==> src/sv/mbx_pkg.sv <==
`timescale 1ns / 1ps
// Shared types, constants and helpers for the two-CPU mailbox FIFO block.
// Depends on nothing; imported by the core.
package mbx_pkg;

   // Words each send FIFO can hold
   localparam int FIFO_DEPTH = 16;
   localparam int IDX_W      = (FIFO_DEPTH > 1) ? $clog2(FIFO_DEPTH) : 1;
   localparam int CNT_W      = IDX_W + 1;
   localparam int RAM_ADDR_W = IDX_W + 1;
   localparam int RAM_DEPTH  = 2 ** RAM_ADDR_W;
   localparam int WORD_W     = 32;

   // Bus operation codes
   typedef enum logic [1:0] {
      OP_READ_HALF  = 2'd0,
      OP_READ_RECV  = 2'd1,
      OP_WRITE_HALF = 2'd2,
      OP_WRITE_SEND = 2'd3
   } op_type;

   // Register selector codes
   typedef enum logic [1:0] {
      SEL_SYNC  = 2'd0,
      SEL_CTRL  = 2'd1,
      SEL_SEND  = 2'd2,
      SEL_NONE  = 2'd3
   } sel_type;

   // Interrupt bit positions
   localparam int IRQ_SYNC       = 0;
   localparam int IRQ_SEND_EMPTY = 1;
   localparam int IRQ_RECV_AVAIL = 2;

   // Sync register image bits
   localparam int SYNC_IN_LSB  = 0;
   localparam int SYNC_OUT_LSB = 8;
   localparam int SYNC_IE_BIT  = 14;

   // FIFO control image bits
   localparam int CTL_SEND_EMPTY = 0;
   localparam int CTL_SEND_FULL  = 1;
   localparam int CTL_SEND_IE    = 2;
   localparam int CTL_SEND_CLEAR = 3;
   localparam int CTL_RECV_EMPTY = 8;
   localparam int CTL_RECV_FULL  = 9;
   localparam int CTL_RECV_IE    = 10;
   localparam int CTL_ERROR      = 14;
   localparam int CTL_ENABLE     = 15;

   // Fold an index sum back into the ring
   function automatic logic [IDX_W-1:0] idx_wrap(input logic [IDX_W:0] value);
      logic [IDX_W:0] folded;
      folded = (value >= (IDX_W+1)'(FIFO_DEPTH)) ? value - (IDX_W+1)'(FIFO_DEPTH) : value;
      return folded[IDX_W-1:0];
   endfunction

endpackage

==> src/sv/mbx_ram.sv <==
`timescale 1ns / 1ps
// Generic single-write, single-read RAM with registered read data.
// Depends on nothing.
module mbx_ram #(
   parameter int WIDTH = 32,
   parameter int DEPTH = 32
) (
   input  logic                     clock,
   input  logic                     wr_en,
   input  logic [$clog2(DEPTH)-1:0] wr_addr,
   input  logic [WIDTH-1:0]         wr_data,
   input  logic                     rd_en,
   input  logic [$clog2(DEPTH)-1:0] rd_addr,
   output logic [WIDTH-1:0]         rd_data
);

   logic [WIDTH-1:0] mem_ff [DEPTH];
   logic [WIDTH-1:0] rd_data_ff;

   // Write port, then registered read port
   always_ff @(posedge clock) begin
      if (wr_en) begin
         mem_ff[wr_addr] <= wr_data;
      end
      if (rd_en) begin
         rd_data_ff <= mem_ff[rd_addr];
      end
   end

   assign rd_data = rd_data_ff;

endmodule

==> src/sv/dual_cpu_mailbox_fifo_core.sv <==
`timescale 1ns / 1ps
// Top level of the two-CPU mailbox: register state, access decode, send FIFOs.
// Depends on mbx_pkg and mbx_ram.

// Each bus access word is taken into an input register; once the output register
// is free or not stalled, its effects are applied and its result word lands in
// the output register, and one access is taken every cycle while the result side
// keeps up. The input register stage matches the FIFO store's registered read
// port: the word at the head of the incoming FIFO is read as the access is
// accepted, with a bypass for a send to the same slot in that cycle. Unwritten
// FIFO slots are never returned as data.
module dual_cpu_mailbox_fifo_core
   import mbx_pkg::*;
(
   input  logic        clock,
   input  logic        reset,
   input  logic        req_valid,
   output logic        req_stall,
   input  logic        req_side,
   input  logic [1:0]  req_operation,
   input  logic [1:0]  req_reg_select,
   input  logic [31:0] req_write_data,
   output logic        rsp_valid,
   input  logic        rsp_stall,
   output logic [31:0] rsp_read_data,
   output logic [2:0]  rsp_irq_to_side0,
   output logic [2:0]  rsp_irq_to_side1,
   output logic        rsp_bad_access
);

   // Per-side register state
   logic [3:0]        sync_ff      [2];
   logic [3:0]        sync_in      [2];
   logic              sync_ie_ff   [2];
   logic              sync_ie_in   [2];
   logic [IDX_W-1:0]  head_ff      [2];
   logic [IDX_W-1:0]  head_in      [2];
   logic [CNT_W-1:0]  cnt_ff       [2];
   logic [CNT_W-1:0]  cnt_in       [2];
   logic              send_ie_ff   [2];
   logic              send_ie_in   [2];
   logic              recv_ie_ff   [2];
   logic              recv_ie_in   [2];
   logic              err_ff       [2];
   logic              err_in       [2];
   logic              fen_ff       [2];
   logic              fen_in       [2];
   logic [WORD_W-1:0] last_ff      [2];
   logic [WORD_W-1:0] last_in      [2];

   // Input register
   logic              in_valid_ff;
   logic              in_side_ff;
   op_type            in_op_ff;
   sel_type           in_sel_ff;
   logic [WORD_W-1:0] in_wd_ff;

   // Output register
   logic              rsp_valid_ff;
   logic [WORD_W-1:0] rsp_rd_ff;
   logic [WORD_W-1:0] rsp_rd_in;
   logic [2:0]        rsp_irq_ff   [2];
   logic [2:0]        rsp_irq_in   [2];
   logic              rsp_bad_ff;
   logic              rsp_bad_in;

   // FIFO store access
   logic                  ram_we;
   logic [RAM_ADDR_W-1:0] ram_waddr;
   logic [RAM_ADDR_W-1:0] ram_raddr;
   logic [WORD_W-1:0]     ram_rdata;
   logic                  byp_ff;
   logic [WORD_W-1:0]     byp_data_ff;
   logic                  byp_in;
   logic [WORD_W-1:0]     front_word;

   // Handshake
   logic              fire;
   logic              req_take;
   logic              s;
   logic              o;
   logic [15:0]       hw;
   logic              own_empty;
   logic              oth_empty;

   assign fire      = in_valid_ff && (!rsp_valid_ff || !rsp_stall);
   assign req_stall = in_valid_ff && !fire;
   assign req_take  = req_valid && !req_stall;

   assign s          = in_side_ff;
   assign o          = ~in_side_ff;
   assign hw         = in_wd_ff[15:0];
   assign own_empty  = (cnt_ff[s] == '0);
   assign oth_empty  = (cnt_ff[o] == '0);
   assign front_word = byp_ff ? byp_data_ff : ram_rdata;

   // Apply the held access word to the state and form its result
   always_comb begin
      sync_in    = sync_ff;
      sync_ie_in = sync_ie_ff;
      head_in    = head_ff;
      cnt_in     = cnt_ff;
      send_ie_in = send_ie_ff;
      recv_ie_in = recv_ie_ff;
      err_in     = err_ff;
      fen_in     = fen_ff;
      last_in    = last_ff;
      rsp_rd_in  = '0;
      rsp_irq_in = '{default: 3'b000};
      rsp_bad_in = 1'b0;
      ram_we     = 1'b0;
      ram_waddr  = {s, idx_wrap({1'b0, head_ff[s]} + cnt_ff[s][IDX_W:0])};
      if (fire) begin
         unique case (in_op_ff)
            OP_READ_HALF: begin
               case (in_sel_ff)
                  SEL_SYNC: begin
                     rsp_rd_in[SYNC_IN_LSB +: 4]  = sync_ff[o];
                     rsp_rd_in[SYNC_OUT_LSB +: 4] = sync_ff[s];
                     rsp_rd_in[SYNC_IE_BIT]       = sync_ie_ff[s];
                  end
                  SEL_CTRL: begin
                     rsp_rd_in[CTL_SEND_EMPTY] = own_empty;
                     rsp_rd_in[CTL_SEND_FULL]  = (cnt_ff[s] == CNT_W'(FIFO_DEPTH));
                     rsp_rd_in[CTL_SEND_IE]    = send_ie_ff[s];
                     rsp_rd_in[CTL_RECV_EMPTY] = oth_empty;
                     rsp_rd_in[CTL_RECV_FULL]  = (cnt_ff[o] == CNT_W'(FIFO_DEPTH));
                     rsp_rd_in[CTL_RECV_IE]    = recv_ie_ff[s];
                     rsp_rd_in[CTL_ERROR]      = err_ff[s];
                     rsp_rd_in[CTL_ENABLE]     = fen_ff[s];
                  end
                  default: begin
                     rsp_bad_in = 1'b1;
                  end
               endcase
            end
            OP_READ_RECV: begin
               if (fen_ff[s]) begin
                  if (!oth_empty) begin
                     // Pop the other side's send FIFO
                     last_in[s] = front_word;
                     head_in[o] = idx_wrap({1'b0, head_ff[o]} + (IDX_W+1)'(1));
                     cnt_in[o]  = cnt_ff[o] - CNT_W'(1);
                     if ((cnt_ff[o] == CNT_W'(1)) && send_ie_ff[o]) begin
                        rsp_irq_in[o][IRQ_SEND_EMPTY] = 1'b1;
                     end
                  end else begin
                     err_in[s] = 1'b1;
                  end
               end else begin
                  // Peek without removing
                  last_in[s] = oth_empty ? '0 : front_word;
               end
               rsp_rd_in = last_in[s];
            end
            OP_WRITE_HALF: begin
               case (in_sel_ff)
                  SEL_SYNC: begin
                     sync_in[s]    = hw[SYNC_OUT_LSB +: 4];
                     sync_ie_in[s] = hw[SYNC_IE_BIT];
                     if (sync_ie_ff[o]) begin
                        rsp_irq_in[o][IRQ_SYNC] = 1'b1;
                     end
                  end
                  SEL_CTRL: begin
                     if (hw[CTL_SEND_CLEAR]) begin
                        head_in[s] = '0;
                        cnt_in[s]  = '0;
                        last_in[s] = '0;
                     end
                     if (hw[CTL_ERROR]) begin
                        err_in[s] = 1'b0;
                     end
                     if (hw[CTL_SEND_IE] && !send_ie_ff[s]
                         && (hw[CTL_SEND_CLEAR] || own_empty)) begin
                        rsp_irq_in[s][IRQ_SEND_EMPTY] = 1'b1;
                     end
                     if (hw[CTL_RECV_IE] && !recv_ie_ff[s] && !oth_empty) begin
                        rsp_irq_in[s][IRQ_RECV_AVAIL] = 1'b1;
                     end
                     send_ie_in[s] = hw[CTL_SEND_IE];
                     recv_ie_in[s] = hw[CTL_RECV_IE];
                     fen_in[s]     = hw[CTL_ENABLE];
                  end
                  default: begin
                     rsp_bad_in = 1'b1;
                  end
               endcase
            end
            OP_WRITE_SEND: begin
               if (in_sel_ff == SEL_SEND) begin
                  if (fen_ff[s]) begin
                     if (cnt_ff[s] < CNT_W'(FIFO_DEPTH)) begin
                        // Push at the tail of the own send FIFO
                        ram_we    = 1'b1;
                        cnt_in[s] = cnt_ff[s] + CNT_W'(1);
                        if (recv_ie_ff[o] && own_empty) begin
                           rsp_irq_in[o][IRQ_RECV_AVAIL] = 1'b1;
                        end
                     end else begin
                        err_in[s] = 1'b1;
                     end
                  end
               end else begin
                  rsp_bad_in = 1'b1;
               end
            end
         endcase
      end
   end

   // Read the incoming FIFO head for the word being accepted
   assign ram_raddr = {~req_side, head_in[~req_side]};
   assign byp_in    = ram_we && (ram_waddr == ram_raddr);

   mbx_ram #(
      .WIDTH (WORD_W),
      .DEPTH (RAM_DEPTH)
   ) u_store (
      .clock   (clock),
      .wr_en   (ram_we),
      .wr_addr (ram_waddr),
      .wr_data (in_wd_ff),
      .rd_en   (req_take),
      .rd_addr (ram_raddr),
      .rd_data (ram_rdata)
   );

   // Hold state, input and output registers
   always_ff @(posedge clock) begin
      if (reset) begin
         in_valid_ff  <= 1'b0;
         rsp_valid_ff <= 1'b0;
         sync_ff      <= '{default: 4'h0};
         sync_ie_ff   <= '{default: 1'b0};
         head_ff      <= '{default: '0};
         cnt_ff       <= '{default: '0};
         send_ie_ff   <= '{default: 1'b0};
         recv_ie_ff   <= '{default: 1'b0};
         err_ff       <= '{default: 1'b0};
         fen_ff       <= '{default: 1'b0};
         last_ff      <= '{default: '0};
      end else begin
         sync_ff    <= sync_in;
         sync_ie_ff <= sync_ie_in;
         head_ff    <= head_in;
         cnt_ff     <= cnt_in;
         send_ie_ff <= send_ie_in;
         recv_ie_ff <= recv_ie_in;
         err_ff     <= err_in;
         fen_ff     <= fen_in;
         last_ff    <= last_in;
         // Advance the input register
         if (req_take) begin
            in_valid_ff <= 1'b1;
         end else if (fire) begin
            in_valid_ff <= 1'b0;
         end
         // Advance the output register
         if (fire) begin
            rsp_valid_ff <= 1'b1;
         end else if (!rsp_stall) begin
            rsp_valid_ff <= 1'b0;
         end
      end
      // Payload registers
      if (req_take) begin
         in_side_ff  <= req_side;
         in_op_ff    <= op_type'(req_operation);
         in_sel_ff   <= sel_type'(req_reg_select);
         in_wd_ff    <= req_write_data;
         byp_ff      <= byp_in;
         byp_data_ff <= in_wd_ff;
      end
      if (fire) begin
         rsp_rd_ff  <= rsp_rd_in;
         rsp_irq_ff <= rsp_irq_in;
         rsp_bad_ff <= rsp_bad_in;
      end
   end

   assign rsp_valid        = rsp_valid_ff;
   assign rsp_read_data    = rsp_rd_ff;
   assign rsp_irq_to_side0 = rsp_irq_ff[0];
   assign rsp_irq_to_side1 = rsp_irq_ff[1];
   assign rsp_bad_access   = rsp_bad_ff;

   // FIFO fill never passes its depth
   a_cnt_bound: assert property (@(posedge clock) disable iff (reset)
      (cnt_ff[0] <= CNT_W'(FIFO_DEPTH)) && (cnt_ff[1] <= CNT_W'(FIFO_DEPTH)))
      else $error("send FIFO count above depth");

   // A held result is never overwritten
   a_no_overwrite: assert property (@(posedge clock) disable iff (reset)
      !(fire && rsp_valid_ff && rsp_stall))
      else $error("result overwritten while stalled");

   // An unmapped access changes no FIFO or flag state
   a_bad_no_change: assert property (@(posedge clock) disable iff (reset)
      (fire && rsp_bad_in) |=> ($stable(cnt_ff[0]) && $stable(cnt_ff[1])
                                && $stable(head_ff[0]) && $stable(head_ff[1])
                                && $stable(err_ff[0]) && $stable(err_ff[1])
                                && $stable(last_ff[0]) && $stable(last_ff[1])))
      else $error("unmapped access changed state");

   // An unmapped access returns nothing
   a_bad_quiet: assert property (@(posedge clock) disable iff (reset)
      (rsp_valid_ff && rsp_bad_ff) |-> ((rsp_rd_ff == '0)
         && (rsp_irq_ff[0] == 3'b000) && (rsp_irq_ff[1] == 3'b000)))
      else $error("unmapped access returned data or interrupts");

endmodule

==> config.mk <==
export PLATFORM = sky130hd
export DESIGN_NAME = dual_cpu_mailbox_fifo_core
export DESIGN_NICKNAME = d
export VERILOG_FILES = /design/src/sv/mbx_pkg.sv /design/src/sv/mbx_ram.sv /design/src/sv/dual_cpu_mailbox_fifo_core.sv
export SDC_FILE = /design/constraint.sdc
export NUM_CORES = 2
export LEC_CHECK = 0
export CAP_MARGIN = 20
export CORE_MARGIN = 3
export CORE_UTILIZATION = 63
export DETAILED_ROUTE_END_ITERATION = 10
export DONT_BUFFER_PORTS = 1
export PLACE_DENSITY = 0.86
export SYNTH_ARGS = -nofsm -noshare
export SYNTH_HDL_FRONTEND = slang
export SYNTH_HIERARCHICAL = 1
export SYNTH_SLANG_ARGS = --single-unit
==> constraint.sdc <==
create_clock -name clock -period 9.2 [get_ports clock]
set_input_delay 1.84 -clock clock [delete_from_list [all_inputs] [get_ports clock]]
set_output_delay 1.84 -clock clock [all_outputs]
set_load 0.005 [all_outputs]
# After elaboration in Yosys (flattened, before gate mapping)
# Memory sizes are Yosys's and may differ from the RTL's. A register that Yosys moved wholly into a read port is not among the register bits.
# Cells that the tools add are included.
# word_totals
ff_bits	211
ramBits	1024
input_bits	41
output_inout_bits	41
elab_cells	265
memories	1
# classes
add_sub_neg	6
n_lt_le_gt_ge	8
eq_ne	20
muxes	149
bitwise	15
reduce_logical	35
# mem_list
memory	words	word_bits	read_ports	rd_ports_with_merged_regs	write_ports	line	rtl
u_store.mem_ff	32	32	1	1	1	mbx_ram.sv:17	logic [WIDTH-1:0] mem_ff [DEPTH];
# ops
cell	n
$mux 64	4
$mux 32	6
$bwmux 64	2
$pmux 64 s2	1
$mux 6	13
$mux 4	19
$mux 10	7
$and 64x64->64	1
$not 64->64	1
$mux 1	42
$mux 5	8
$mux 8	5
$demux 32 s1	1
$pmux 10 s3	1
$bwmux 10	2
$ne 2x2->1 const B	10
$mux 2	9
$pmux 6 s3	1
$reduce_and 9->1	2
$bwmux 8	2
$pmux 4 s2	2
$pmux 8 s2	1
$demux 3 s1	5
$logic_and 1x1->1	12
44 further kinds	76

# Depth between registers and ports, before layout
# depth
depth_word	18
depth_mapped	19
depth_no_buf	12

# Modules after synthesis
# The synthesis kept the hierarchy.
# by_module_without_submodules
module	instances	cells_each	area_per_inst_um2	seq_area_each_um2
mbx_ram	1	2260	40807.9	31710.4
dual_cpu_mailbox_fifo_core	1	1012	10156.0	5315.1

# Worst setup path after synthesis
# OpenSTA, ideal clock, no wires.
# synth_timing
kind	input port to flip-flop
startpoint	input rsp_stall
endpoint	register byp_data_ff[0] (enable)
setup_time_ns	0.576
t_arrival_ns	6.578
t_required_ns	8.624
slack_ns	2.046
cell_stages	2
n_path_buf	0
cell_sequence	and3_1 nor2b_1
# synth_via
elab_chain_cells	7
# synth_lines
element	line	rtl
start, declared	dual_cpu_mailbox_fifo_core.sv:24	input logic rsp_stall,
$logic_not 1->1	-	
$logic_or 1x1->1	dual_cpu_mailbox_fifo_core.sv:86	assign fire = in_valid_ff && (!rsp_valid_ff || !rsp_stall);
$logic_and 1x1->1	dual_cpu_mailbox_fifo_core.sv:86	
$logic_not 1->1	dual_cpu_mailbox_fifo_core.sv:87	assign req_stall = in_valid_ff && !fire;
$logic_and 1x1->1	dual_cpu_mailbox_fifo_core.sv:87	
$logic_not 1->1	dual_cpu_mailbox_fifo_core.sv:88	assign req_take = req_valid && !req_stall;
$logic_and 1x1->1	dual_cpu_mailbox_fifo_core.sv:88	
net req_take	dual_cpu_mailbox_fifo_core.sv:79	logic req_take;
end signal, assigned	dual_cpu_mailbox_fifo_core.sv:273	byp_data_ff <= in_wd_ff;
end, declared	dual_cpu_mailbox_fifo_core.sv:73	logic [WORD_W-1:0] byp_data_ff;
# The timed path passes the listed nets, and every way through them passes these cells.
# A chain may end at the register's enable or synchronous reset.

# Worst setup path in the final report
# layout_timing
startpoint	register in_side_ff
endpoint	register u_store.rd_data_ff[17] (netlist: u_store/rd_data[17]) (read register of u_store.mem_ff) (data pin)
# layout_via
elab_chain_cells	16
word_cells_on_any_way	39
cone_classes	add/sub (2); order compare (5); mux (24); bitwise (5); reduce/logical (3)
# layout_lines
element	line	rtl
start, declared	dual_cpu_mailbox_fifo_core.sv:53	logic in_side_ff;
start signal, assigned	dual_cpu_mailbox_fifo_core.sv:268	in_side_ff <= req_side;
$not 1->1	dual_cpu_mailbox_fifo_core.sv:91	assign o = ~in_side_ff;
$not 1->2 (implied by the code)	dual_cpu_mailbox_fifo_core.sv:94, dual_cpu_mailbox_fifo_core.sv:142	
$mux 4 (implied by the code) (3 in series)	dual_cpu_mailbox_fifo_core.sv:142	head_in[o] = idx_wrap({1'b0, head_ff[o]} + (IDX_W+1)'(1));
$add 4x1->5	dual_cpu_mailbox_fifo_core.sv:142	
$sub 4x1->4 or $ge 5x5->1 (tied branches)	mbx_pkg.sv:54	folded = (value >= (IDX_W+1)'(FIFO_DEPTH)) ? value - (IDX_W+1)'(FIFO_DEPTH) : value;
$mux 4	mbx_pkg.sv:54	
$bwmux 8	dual_cpu_mailbox_fifo_core.sv:142	
$mux 8	dual_cpu_mailbox_fifo_core.sv:139	if (!oth_empty) begin
$mux 8	dual_cpu_mailbox_fifo_core.sv:138	if (fen_ff[s]) begin
$pmux 8 s2 (*)	dual_cpu_mailbox_fifo_core.sv:114	unique case (in_op_ff)
$mux 8 (*)	dual_cpu_mailbox_fifo_core.sv:113	if (fire) begin
$mux 4 (implied by the code) (*) (3 in series)	dual_cpu_mailbox_fifo_core.sv:213	assign ram_raddr = {~req_side, head_in[~req_side]};
net ram_raddr[2]	dual_cpu_mailbox_fifo_core.sv:70	logic [RAM_ADDR_W-1:0] ram_raddr;
end, declared	mbx_ram.sv:18	logic [WIDTH-1:0] rd_data_ff;
# The timed path passes the listed nets; every way through them passes the cells marked *. The select of a mux whose other input is x is not followed.

==> qor.tcl <==
set qor(die_h_um) 290
set qor(grtUsageTotal_pct) 30.8
set qor(yosysSeqAreaShare_pct) 72.7
set qor(core_area_um2) 79500
set qor(synth_common_cells) {1165 x sky130_fd_sc_hd__edfxtp_1, 573 x sky130_fd_sc_hd__mux2i_1, 190 x sky130_fd_sc_hd__nor2_1}
set qor(io_pins) 82
set qor(clockBufferDepth) 3
set qor(timing.slew.headroom_pct) 19.7
set qor(netlist.area_leader.share_pct) 68.6
set qor(hpwl_reported_at_the_end_of_detailed_placement_um) 67700
set qor(ant_nets) 0
set qor(timing.final.crit_share_pct) 60.4
set qor(setup_viol) 0
set qor(antenna_found_initial) 8
set qor(rsz_0062_raised_after_global_routing) {no}
set qor(postCtsHoldBufs) 0
set qor(cp_data_required_time_ns) 9.64
set qor(crit_top_cell) {sky130_fd_sc_hd__buf_4}
set qor(chip_width_um) 290
set qor(combPwrFrac_pct) 3.1
set qor(setup_crit_end_kind) {flop}
set qor(powerDensity_nw_per_um2) 206
set qor(synthMostInstantiatedCell) {sky130_fd_sc_hd__edfxtp_1}
set qor(ctsResizeCount) 0
set qor(htree_levels) 3
set qor(detail_route.iter0.violations) 4570
set qor(clock_skew_ns) 0.0375
set qor(cts.root.buffer_cell) {sky130_fd_sc_hd__clkbuf_16}
set qor(netlist_top_cells_area) {sky130_fd_sc_hd__edfxtp_1 69%, sky130_fd_sc_hd__mux2i_1 11%, sky130_fd_sc_hd__dfxtp_1 4.0%}
set qor(power.switching_uw) 2450
set qor(synth_async_sr_flop_share_pct) 0
set qor(largest_driver_fanout_on_the_critical_path) 73
set qor(synth_area_leader_cell) {sky130_fd_sc_hd__edfxtp_1}
set qor(routedWlPerCell_um) 29.9
set qor(io_buffers) 0
set qor(synth_warnings) 6
set qor(final-hold-violation-count) 0
set qor(syn-num-nets) 3330
set qor(arrival_ns) 6.00
set qor(first_pass_grt_wire_length_um) 193000
set qor(critical_path_cell_sequence) {buf_4 -> buf_4 -> nor2b_1 -> o211ai_1 -> o31ai_1 -> a32oi_2 -> and2_4 -> buf_4 -> a22o_1 -> nor3_1 -> a31oi_1 -> nand3_1}
set qor(grt_pass1_vias) 30200
set qor(route.final.wire_length_um) 132000
set qor(vias) 30500
set qor(kind_of_start_point_of_the_critical_path) {flop}
set qor(synth-edff-count) 1165
set qor(critical_path.max_stage_delay_ns) 0.98
set qor(post-cts-setup-buffers) 0
set qor(fmaxAchievable_mhz) 180
set qor(clk_transition_reported_paths_ns) 0.06
set qor(first_pass_iters) 7
set qor(grt_overflow) 0
set qor(area.sequential_um2) 37000
set qor(detail_route.drc_violations) 0
set qor(numClockSinks) 1267
set qor(synth_top_flop_cell) {sky130_fd_sc_hd__edfxtp_1}
set qor(worst_path_max_delay_cell) {sky130_fd_sc_hd__and2_4}
set qor(postSynthRegisterBits) 1267
set qor(finalSetupTns_ns) 0
set qor(crit_type) {reg2reg}
set qor(floorplan.initialDensity_pct) 64.1
set qor(leakage_uw) 0.0172
set qor(post_drt_via_cell_ratio) 6.89
set qor(tritoncts) {yes}
set qor(power_switching_share_pct) 21.2
set qor(num-nets-final) 3328
set qor(post_synth_num_cell_types) 82
set qor(total_of_max_cap_violations) 0
set qor(report.power.total_uw) 11600
set qor(replace_congestion) 0.866
set qor(layout-drive-gt1-share_pct) 9.92
set qor(report.final.slew_viol_count) 0
set qor(worst_slew_pin_slew_ns) 1.17
set qor(fillerInstances) 4563
set qor(die_area_um2) 84300
set qor(synth.cell_area_um2) 51000
set qor(synthesis.instances) 3272
set qor(status) {finished, final reports clean}
set qor(area_growth_pct) 9.99
set qor(layout_min_cycle_time_ns) 5.56
set qor(cell_internal_pwr_uw) 9110
set qor(area_of_combinational_cells_with_multiple_inputs_um2) 13100
set qor(grt_start_max_net_pins) 143
set qor(power.sequential.fraction_pct) 55.4
set qor(reg2reg_setup_slack_ns) 3.64
set qor(cts-buffers-inserted) 117
set qor(clock_power_share_pct) 41.5
set qor(insertion_delay_ns) 0.72
set qor(peakVddDrop_mv) 0.171
set qor(number_of_rows_in_the_core_area) 103
set qor(min_path_type) {reg2reg}
set qor(synthesis.area_per_instance_um2) 15.6
per-layer routing:
layer  track usage [%]  share of wire (%)
met5                 0              0.020
met4              14.8                5.1
met3              7.85                 13
met2              48.5                 47
met1              40.5                 35
placed cells by master (no fill, tap or decap), types with 4 or more instances in the layout:
cell type / synthesis / final
sky130_fd_sc_hd__diode_2: 0 / 6
sky130_fd_sc_hd__nand3_1: 136 / 136
sky130_fd_sc_hd__a22oi_1: 159 / 159
sky130_fd_sc_hd__o21ai_0: 33 / 33
sky130_fd_sc_hd__dfxtp_1: 102 / 102
sky130_fd_sc_hd__buf_12: 0 / 8
sky130_fd_sc_hd__a21oi_1: 131 / 131
sky130_fd_sc_hd__o21a_1: 6 / 6
sky130_fd_sc_hd__a22o_1: 65 / 65
sky130_fd_sc_hd__nand3b_1: 6 / 6
sky130_fd_sc_hd__nor2_1: 190 / 156
sky130_fd_sc_hd__mux2_2: 11 / 11
sky130_fd_sc_hd__inv_1: 19 / 19
sky130_fd_sc_hd__nand4_1: 10 / 10
sky130_fd_sc_hd__clkinv_2: 0 / 22
sky130_fd_sc_hd__nor2_4: 0 / 34
sky130_fd_sc_hd__clkbuf_1: 76 / 20
sky130_fd_sc_hd__a31oi_1: 41 / 41
sky130_fd_sc_hd__buf_16: 0 / 5
sky130_fd_sc_hd__ha_1: 16 / 16
sky130_fd_sc_hd__clkinv_1: 1 / 25
sky130_fd_sc_hd__edfxtp_1: 1165 / 1165
sky130_fd_sc_hd__inv_6: 0 / 5
sky130_fd_sc_hd__o22ai_1: 10 / 10
sky130_fd_sc_hd__nand2_1: 182 / 182
sky130_fd_sc_hd__clkbuf_16: 0 / 120
sky130_fd_sc_hd__o21ai_1: 55 / 55
sky130_fd_sc_hd__mux2i_1: 573 / 572
sky130_fd_sc_hd__clkinv_4: 0 / 5
sky130_fd_sc_hd__nor2b_1: 7 / 4
sky130_fd_sc_hd__nor3_1: 63 / 63
sky130_fd_sc_hd__bufinv_16: 0 / 10
sky130_fd_sc_hd__buf_4: 38 / 61
sky130_fd_sc_hd__clkinvlp_4: 0 / 5
sky130_fd_sc_hd__and3_1: 5 / 5
sky130_fd_sc_hd__xnor2_1: 9 / 9
worst paths after layout:
kind,from,end,cells after the start
max,in_side_ff$_DFFE_PP_,u_store/rd_data[17]$_DFFE_PP_,12
min,in_valid_ff$_SDFFE_PP0P_,rsp_valid$_SDFFE_PP0P_,2
max reg2reg,in_side_ff$_DFFE_PP_,u_store/rd_data[17]$_DFFE_PP_,12
min reg2reg,in_valid_ff$_SDFFE_PP0P_,rsp_valid$_SDFFE_PP0P_,2
metrics by stage:
| step | hold slack, ns | util [%] | cells | instance area, µm² | worst slack, ns |
|---|---|---|---|---|---|
| floorplan | 0.442 | - | 3272 | 51000 | 2.05 |
| global placement | 0.460 | 65.5 | 4192 | 52000 | 3.29 |
| detailed placement | 0.482 | 65.5 | 4192 | 52000 | 3.17 |
| CTS | 0.491 | 70.2 | 4407 | 55800 | 3.83 |
| global route | 0.513 | 70.5 | 4416 | 56000 | 3.52 |
| finish | 0.499 | 70.5 | 4422 | 56100 | 3.64 |
sequential cells by signal, summed over array words and instances (netlist names), 2 cells and up, named ones only:
name / flops
in_wd_ff: 32
rsp_read_data: 32
u_store/rd_data: 32
rsp_irq_to_side1: 3
fen_ff: 2
send_ie_ff: 2
cnt_ff: 10
in_sel_ff: 2
sync_ff: 8
in_op_ff: 2
sync_ie_ff: 2
last_ff: 64
byp_data_ff: 32
rsp_irq_to_side0: 3
head_ff: 8
recv_ie_ff: 2
u_store/mem_ff: 1024
area by class of cell:
type | instances | area share [%]
flip-flops and latches | 1267 | 66.0
multi-input cells | 1786 | 23.3
repair buffers | 75 | 1.37
inverters | 23 | 0.154
well taps | 1050 | 2.34
diodes | 6 | 0.0268
clock buffers | 140 | 5.49
clock inverters | 75 | 1.28
cell families after synthesis:
| family | after synthesis | share of synthesized area, % |
|---|---|---|
| flip-flops | 1267 | 72.7 |
| AND/OR/NAND/NOR | 628 | 5.55 |
| multiplexers | 591 | 11.8 |
| AO/OA/AOI/OAI | 538 | 7.06 |
| buffers and inverters | 219 | 2.32 |
| adder cells (fa/ha/maj) | 17 | 0.432 |
| XOR/XNOR | 12 | 0.221 |
power by group through the flow:
| stage | clock, µW | combinational, µW | sequential (µW) |
|---|---|---|---|
| 2_1_floorplan | 0 | 221 | 6510 |
| 3_3_place_gp | 0 | 319 | 6530 |
| 3_5_place_dp | 0 | 330 | 6530 |
| 4_1_cts | 4830 | 334 | 6410 |
| 5_1_grt | 5040 | 381 | 6410 |
| 6_report | 4790 | 362 | 6400 |
critical path, delay by kind of cell, from the launching register on:
family / cells / cell delay (ns)
AOI/OAI and AO/OA: 5 / 1.47
DFF: 1 / 0.32
buffers and inverters: 3 / 1.87
and+or+nand+nor: 4 / 1.49
No activity file was read; power rests on OpenSTA's default activity.
